`src/design/vmf_pkg.sv`:
```
`default_nettype none
package vmf_pkg;
    localparam int MaxKernel   = 5;
    localparam int MaxPaddedX  = 128;
    localparam int MaxPaddedY  = 128;
    localparam int DepthLimit  = 4096;
    localparam int SampleBits  = 16;
    localparam int XBits       = $clog2(MaxPaddedX);
    localparam int YBits       = $clog2(MaxPaddedY);
    localparam int ZBits       = $clog2(DepthLimit);
    localparam int KBits       = $clog2(MaxKernel + 1);
    localparam int SlotBits    = $clog2(MaxKernel);
    localparam int RingDepth   = MaxKernel * MaxPaddedY * MaxPaddedX;
    localparam int RingBits    = $clog2(RingDepth);
    localparam int WinDepth    = MaxKernel * MaxKernel * MaxKernel;
    localparam int WinBits     = $clog2(WinDepth + 1);
    localparam int CfgIdxBits  = 3;
    localparam int CfgDataBits = 13;

    typedef enum logic [CfgIdxBits-1:0] {
        REG_KERNEL_X = 3'd0,
        REG_KERNEL_Y = 3'd1,
        REG_KERNEL_Z = 3'd2,
        REG_PAD_W    = 3'd3,
        REG_PAD_H    = 3'd4,
        REG_PAD_D    = 3'd5
    } t_reg_idx;

    // Request from the sequencer to the rank selection unit.
    typedef struct packed {
        logic                  start;
        logic [WinBits-1:0]    count;
        logic [WinBits-1:0]    rank;
    } t_sel_req;
endpackage
`default_nettype wire

```
`src/design/vmf_select.sv`:
```
`default_nettype none
// Rank selection over the gathered window. For each candidate in turn, one
// compare unit sweeps all elements, counting smaller and equal values; the
// candidate whose rank interval holds the target rank is the result.
module vmf_select
    import vmf_pkg::*;
(
    input  wire logic                  i_clk,
    input  wire logic                  i_rst_n,
    input  wire logic                  i_wr_en,
    input  wire logic [WinBits-1:0]    i_wr_addr,
    input  wire logic [SampleBits-1:0] i_wr_data,
    input  wire t_sel_req              i_req,
    output logic                       o_done,
    output logic [SampleBits-1:0]      o_value
);
    typedef enum logic [1:0] {S_IDLE, S_CAND, S_SWEEP, S_CHECK} t_state;

    logic [SampleBits-1:0] r_win [WinDepth];
    logic [SampleBits-1:0] r_rd;
    logic [WinBits-1:0]    r_rd_addr;
    t_state                r_state;
    logic [WinBits-1:0]    r_count, r_rank, r_cand, r_idx;
    logic [WinBits-1:0]    r_less, r_equal;
    logic [SampleBits-1:0] r_cval;
    logic                  r_rd_ok;

    // Window store with a registered read port.
    always_ff @(posedge i_clk) begin
        if (i_wr_en) begin
            r_win[i_wr_addr[$clog2(WinDepth)-1:0]] <= i_wr_data;
        end
        r_rd <= r_win[r_rd_addr[$clog2(WinDepth)-1:0]];
    end

    // Sequencer: read candidate, then sweep all elements against it.
    always_ff @(posedge i_clk) begin
        if (!i_rst_n) begin
            r_state <= S_IDLE;
            o_done  <= 1'b0;
            r_rd_ok <= 1'b0;
        end else begin
            o_done <= 1'b0;
            case (r_state)
                S_IDLE: begin
                    if (i_req.start) begin
                        r_count   <= i_req.count;
                        r_rank    <= i_req.rank;
                        r_cand    <= '0;
                        r_rd_addr <= '0;
                        r_rd_ok   <= 1'b0;
                        r_state   <= S_CAND;
                    end
                end
                S_CAND: begin
                    // Data of the candidate arrives in the cycle after its address.
                    if (r_rd_ok) begin
                        r_cval    <= r_rd;
                        r_less    <= '0;
                        r_equal   <= '0;
                        r_idx     <= '0;
                        r_rd_addr <= '0;
                        r_rd_ok   <= 1'b0;
                        r_state   <= S_SWEEP;
                    end else begin
                        r_rd_ok <= 1'b1;
                    end
                end
                S_SWEEP: begin
                    if (r_rd_ok) begin
                        if (r_rd < r_cval) r_less <= r_less + 1'b1;
                        if (r_rd == r_cval) r_equal <= r_equal + 1'b1;
                        r_idx <= r_idx + 1'b1;
                        if (r_idx + 1'b1 == r_count) r_state <= S_CHECK;
                    end
                    r_rd_addr <= r_rd_addr + 1'b1;
                    r_rd_ok   <= 1'b1;
                end
                S_CHECK: begin
                    if (r_less <= r_rank && r_rank < r_less + r_equal) begin
                        o_value <= r_cval;
                        o_done  <= 1'b1;
                        r_state <= S_IDLE;
                    end else begin
                        r_cand    <= r_cand + 1'b1;
                        r_rd_addr <= r_cand + 1'b1;
                        r_rd_ok   <= 1'b0;
                        r_state   <= S_CAND;
                    end
                end
                default: r_state <= S_IDLE;
            endcase
        end
    end

    a_done_idle: assert property (@(posedge i_clk) disable iff (!i_rst_n)
        o_done |-> r_state == S_IDLE) else $error("done outside idle");
    a_sweep_bound: assert property (@(posedge i_clk) disable iff (!i_rst_n)
        r_state == S_SWEEP |-> r_idx < r_count) else $error("sweep overrun");
    a_count_bound: assert property (@(posedge i_clk) disable iff (!i_rst_n)
        r_state == S_CHECK |-> r_less + r_equal <= r_count) else $error("bad counts");
endmodule
`default_nettype wire

```
`config.mk`:
```
export PLATFORM = sky130hd
export DESIGN_NAME = vmf_select
export DESIGN_NICKNAME = d
export VERILOG_FILES = /design/src/design/vmf_pkg.sv /design/src/design/vmf_select.sv
export SDC_FILE = /design/constraint.sdc
export NUM_CORES = 2
export LEC_CHECK = 0
export BUFFER_PORTS_ARGS = -buffer_cell sky130_fd_sc_hd__buf_2
export CORE_MARGIN = 2
export CORE_UTILIZATION = 50
export CTS_CLUSTER_SIZE = 8
export DETAILED_ROUTE_END_ITERATION = 10
export PLACE_DENSITY = 0.74
export SETUP_SLACK_MARGIN = 0.15
export SYNTH_ARGS = -nofsm -noshare
export SYNTH_HDL_FRONTEND = slang
export SYNTH_SLANG_ARGS = --single-unit
```
`constraint.sdc`:
```
create_clock -name i_clk -period 8.4 [get_ports i_clk]
set_input_delay 0.84 -clock i_clk [delete_from_list [all_inputs] [get_ports i_clk]]
set_output_delay 0.84 -clock i_clk [all_outputs]
set_load 0.005 [all_outputs]
```
* After elaboration in Yosys (flattened, before gate mapping)
Memory sizes are Yosys's and may differ from the RTL's. A register that Yosys moved wholly into a read port is not among the register bits. Index checks and enable logic that the tools add are counted.
Word-level totals: flip-flop bits (word level) 85, bits in writable memories 2000, input port bits 41, output and inout bits 17, word-level logic and storage cells 75, memories 1
Operators by class: add/sub/neg operators 6, magnitude comparators 3, equal/unequal tests 12, mux-type cells 26, reductions and logical operators 15
Memories:
- r_win | depth 125, width 16, read ports 1, clocked after Yosys merged registers in 1, write ports 1, RTL line vmf_select.sv:19 | logic [SampleBits-1:0] r_win [WinDepth];
Operator list (number):
- $mux 7 | 8
- $pmux 7 s2 | 4
- $add 7x1->7 const B | 5
- $pmux 7 s4 | 1
- $eq 16x16->1 | 1
- $lt 16x16->1 | 1
- $reduce_and 4->1 | 4
- $ne 2x2->1 const B | 7
- $reduce_and 5->1 | 2
- $reduce_and 3->1 | 3
- $mux 2 | 4
- $pmux 2 s4 | 1
- $add 7x7->7 | 1
- $eq 7x7->1 | 1
- $le 7x7->1 | 1
- $lt 7x7->1 | 1
- $mux 1 | 7
- $eq 2x2->1 const B | 2
- $pmux 1 s4 | 1
- $reduce_and 2->1 | 2
- $reduce_bool 2->1 | 2
- $eq 2x1->1 const B | 1
- $logic_not 2->1 | 1
- $logic_and 1x1->1 | 1

* Longest topological paths before layout
depth after elaboration 5, gate-level depth with buffers 14, mapped depth without buffers 14

* Least setup slack after synthesis
OpenSTA, ideal clock, no wires.
path type register to register, start point reg r_less[0], end point reg o_value[0] (enable), library setup time 388 ps, data arrival time 3297 ps, required time 8012 ps, path slack 4715 ps, stages on the path, launching flop included 14, path buffers 0, clock period less this slack 3685 ps, cell sequence edfxtp_1 -> ha_1 -> fa_1 -> a21oi_1 -> nor2_1 -> nor2_1 -> xnor2_1 -> ha_1 -> a21o_1 -> a21oi_1 -> o21ai_0 -> a221oi_1 -> nand2_1 -> nor2_1
Between the ends: cells in the longest elaborated chain, start to end 4, elaborated cells on any way between the ends 5, those cells by class add/sub: 1; order compare: 2; reduce/logical: 2
Ends and longest elaborated chain:
- from (decl) | RTL line vmf_select.sv:24 | logic [WinBits-1:0] r_less, r_equal;
- from (signal assigned) | RTL line vmf_select.sv:71 | if (r_rd < r_cval) r_less <= r_less + 1'b1;
- $add 7x7->7 | RTL line vmf_select.sv:80 | if (r_less <= r_rank && r_rank < r_less + r_equal) begin
- $lt 7x7->1 | RTL line vmf_select.sv:80
- $logic_and 1x1->1 * | RTL line vmf_select.sv:80
- $reduce_and 3->1 (no line) *
- to (signal assigned) | RTL line vmf_select.sv:81 | o_value <= r_cval;
- to (decl) | RTL line vmf_select.sv:15 | output logic [SampleBits-1:0] o_value
Mark *: on every way between the ends. The rest lies on a longest branch, timed or not. A chain may end at the register's enable or synchronous reset.

==> impl_metrics.py <==
metrics = {
    "worst_setup_path": {
        "regToRegStartpoint": "r_rd_addr[0]",
        "cp.required_ns": 9.13,
        "critPathSlowestCell": "o21ai_0",
        "cp_max_fo": 95,
        "arrival_ns": 5.23,
        "crit_top_cell": "a211oi_1",
        "rr_worst_depth": 7,
        "crit_chain": "buf_12 -> buf_4 -> mux4_2 -> mux2i_1 -> a211oi_1 -> o21ai_0 -> a211oi_1",
        "crit_start": "r_rd_addr[0]",
        "critPathBufInv": 2,
        "crit_end": "r_rd[4]",
        "r2r-end": "r_rd[4]",
        "end_kind": "flop",
        "cp-start-kind": "flop",
        "crit_family": "compound AO/OA/AOI/OAI gates",
        "slowest_delay_ns": 1.05,
        "worst-path-stages": 7,
        "r2r_setup_slack_ns": 3.90,
        "worstSetupPathType": "reg -> reg",
    },
    "layout": {
        "n_fill_cell": 11284,
        "fin_nets": 4352,
        "syn_to_final_growth_pct": 14.29,
        "final_cells": 6502,
        "final_common_cell": "edfxtp_1",
        "final_cell_mix": "edfxtp_1, mux4_2, clkbuf_16",
        "drive_above_1_share": 0.2319,
    },
    "global_routing": {
        "antenna_found_initial": 9,
        "grt_pass1_vias": 42019,
        "grt_start_max_net_pins": 109,
        "grt_pass1_wl_um": 295000,
        "track_usage": 0.2444,
        "gr-total-overflow": 0,
    },
    "placed_design": {
        "place.gp.congestion": 0.8904,
        "dp_hpwl_um": 110600,
        "dp_cells": 6126,
        "io_buffers": 57,
    },
    "synth": {
        "ys_ff_latch": 2101,
        "synth_top_cell_area_share": 0.7654,
        "synthFlopType": "edfxtp_1",
        "avgSynthCellArea_um2": 20.77,
        "synth_largest_area_cell": "edfxtp_1",
        "synth_top_family_by_area": "multiplexers",
        "syn_area_mm2": 0.08164,
        "synth_xor_area_frac": 0.004077,
        "synthDistinctLibCells": 46,
        "yosys.area_share.simple": 0.02368,
        "synth_area_leaders": "edfxtp_1, mux4_2, mux2i_1, nor2_1, a211oi_1",
        "synth_fp_nets": 4017,
        "syn_inst": 3931,
        "yosysWarnings": 0,
        "synth-edff-count": 2081,
        "yosysSeqAreaShare": 0.7703,
        "async_flop_share": 0,
        "synth_fa_ha_area_frac": 0.006989,
        "synth_compound_area_frac": 0.03093,
        "muxShareOfSynthArea": 0.1484,
    },
    "cts": {
        "path_clk_slew_ns": 0.05,
        "cts_buffers": 313,
        "cts_resized": 0,
        "cts_sinks": 2101,
        "post_cts_buffers": 0,
        "cts_buffer_depth": 4,
        "clock-root-buffer": "clkbuf_16",
        "cts_hold_buf": 0,
        "tritoncts": "built",
        "cts_htree_levels": 5,
        "clkLatencyLatePin_ns": 0.92,
    },
    "power": {
        "leakage_nw": 29.96,
        "irDropWorstVdd_v": 0.0002037,
        "p_per_area_mw_per_mm2": 293.7,
    },
    "run": {
        "drv_cap": 0,
    },
    "route": {
        "drt_iter0_markers": 5715,
        "drt-pass1-iter-count": 5,
        "viasPerCell": 6.437,
        "drcViolationCount": 0,
        "num_vias": 41853,
        "ant_nets": 0,
        "wl_um": 204200,
        "wl_per_cell_um": 31.40,
    },
    "outcome": {
        "status": "finished clean",
    },
    "timing": {
        "setup_violations": 0,
        "whs_ns": 0.09225,
        "rsz0062_at_grt": "no",
        "worst_pin_slew_ns": 1.344,
        "min_period_ns": 4.501,
        "fin_skew_ns": 0.06992,
        "post-route-period-util": 0.5358,
        "slew_headroom": 0.1037,
        "hold_viol": 0,
        "slew_violations": 0,
        "max_freq_mhz": 222.2,
        "fin_setup_tns_ns": 0,
    },
    "die": {
        "die_area_mm2": 0.1665,
        "num_rows": 148,
        "coreArea_mm2": 0.1624,
        "io_pins": 58,
        "die_w_um": 408.1,
        "start_util": 0.5027,
        "fp.dieH_um": 408.1,
    },
    "worst_hold_path": {
        "hp-class": "in -> reg",
    },
}
[cells by family (layout without fill, tap and decap cells)]
kind of cell / Yosys count / count (layout)
compound gates: 371 / 371
flops: 2101 / 2101
fa+ha+maj: 45 / 45
simple gates: 434 / 434
xor+xnor: 38 / 38
buf+inv: 252 / 642
mux: 690 / 690
other cells: 0 / 6
[flip-flops by register name (all words and copies together), names as in the netlist, 16 cells and up]
signal   flops
r_cval      16
o_value     16
r_win     2000
r_rd        16
[cells in the mapped netlist (2+ instances only)]
master,number
mux4_2,416
a21o_1,9
nor3_1,53
nor4_1,16
nand2b_1,10
buf_2,24
xnor2_1,23
a221oi_1,17
buf_1,28
a22o_1,16
o21ai_0,46
nor2_1,235
nand4_1,8
a21oi_1,32
xor2_1,15
o22ai_1,87
buf_4,48
and2_1,6
a22oi_1,32
nand3_1,28
buf_6,16
and3_1,6
nand2_1,38
nor2b_1,29
inv_1,35
or2_2,2
dfxtp_1,20
clkbuf_1,101
mux2i_1,274
o21bai_1,2
o211ai_1,18
ha_1,44
edfxtp_1,2081
a211oi_1,81
o221ai_1,16
o21ai_1,9
[cell type report]
cell class | instances | area, µm² | share of cell area
clock buffer | 360 | 8137 | 0.08721
clock inverter | 10 | 110.1 | 0.001180
antenna | 6 | 15.01 | 0.0001609
tap | 2175 | 2721 | 0.02917
timing repair buffer | 237 | 1752 | 0.01877
sequential | 2101 | 62890 | 0.6741
inverter | 35 | 131.4 | 0.001408
multi-input combinational | 1578 | 17550 | 0.1881
[per-layer routing]
layer  track usage  routed length, µm  vias to the layer above
met1        0.3359              77120                    21863
met5             0                 40                        -
met3       0.06361              22990                      410
li1              -                  -                    16868
met2        0.3779              96550                     2706
met4       0.09400               7488                        6
[worst min-delay path by stage]
| stage | startpoint | to | slack (ns) | cells past startpoint |
|---|---|---|---|---|
| final | i_req[11] | r_count[4] | 0.09 | 1 |
| after global routing | i_req[10] | r_count[3] | 0.05 | 1 |
| after CTS | i_req[10] | r_count[3] | 0.03 | 1 |
| after detailed placement | r_rd[15] | r_cval[15] | 0.43 | 0 |
| after global placement | r_rd[15] | r_cval[15] | 0.43 | 0 |
| after floorplan | r_rd[0] | r_cval[0] | 0.41 | 0 |
[metrics by stage]
stage	setup WS (ns)	util	power [mW]	cell area (µm²)
final	3.899	0.5745	27.41	93300
after global routing	3.730	0.5744	28.14	93290
after CTS	3.988	0.5744	27.45	93290
after detailed placement	4.055	0.5236	16.62	85040
after global placement	4.075	0.5236	16.57	85040
after floorplan	4.715	-	15.10	81640
[where the power goes]
group | internal, mW | switching, mW | total, mW
Clock | 6.72 | 4.15 | 10.9
Sequential | 11.7 | 0.0858 | 11.8
Combinational | 1.86 | 2.89 | 4.75
Power figures use the tool's default switching activity.
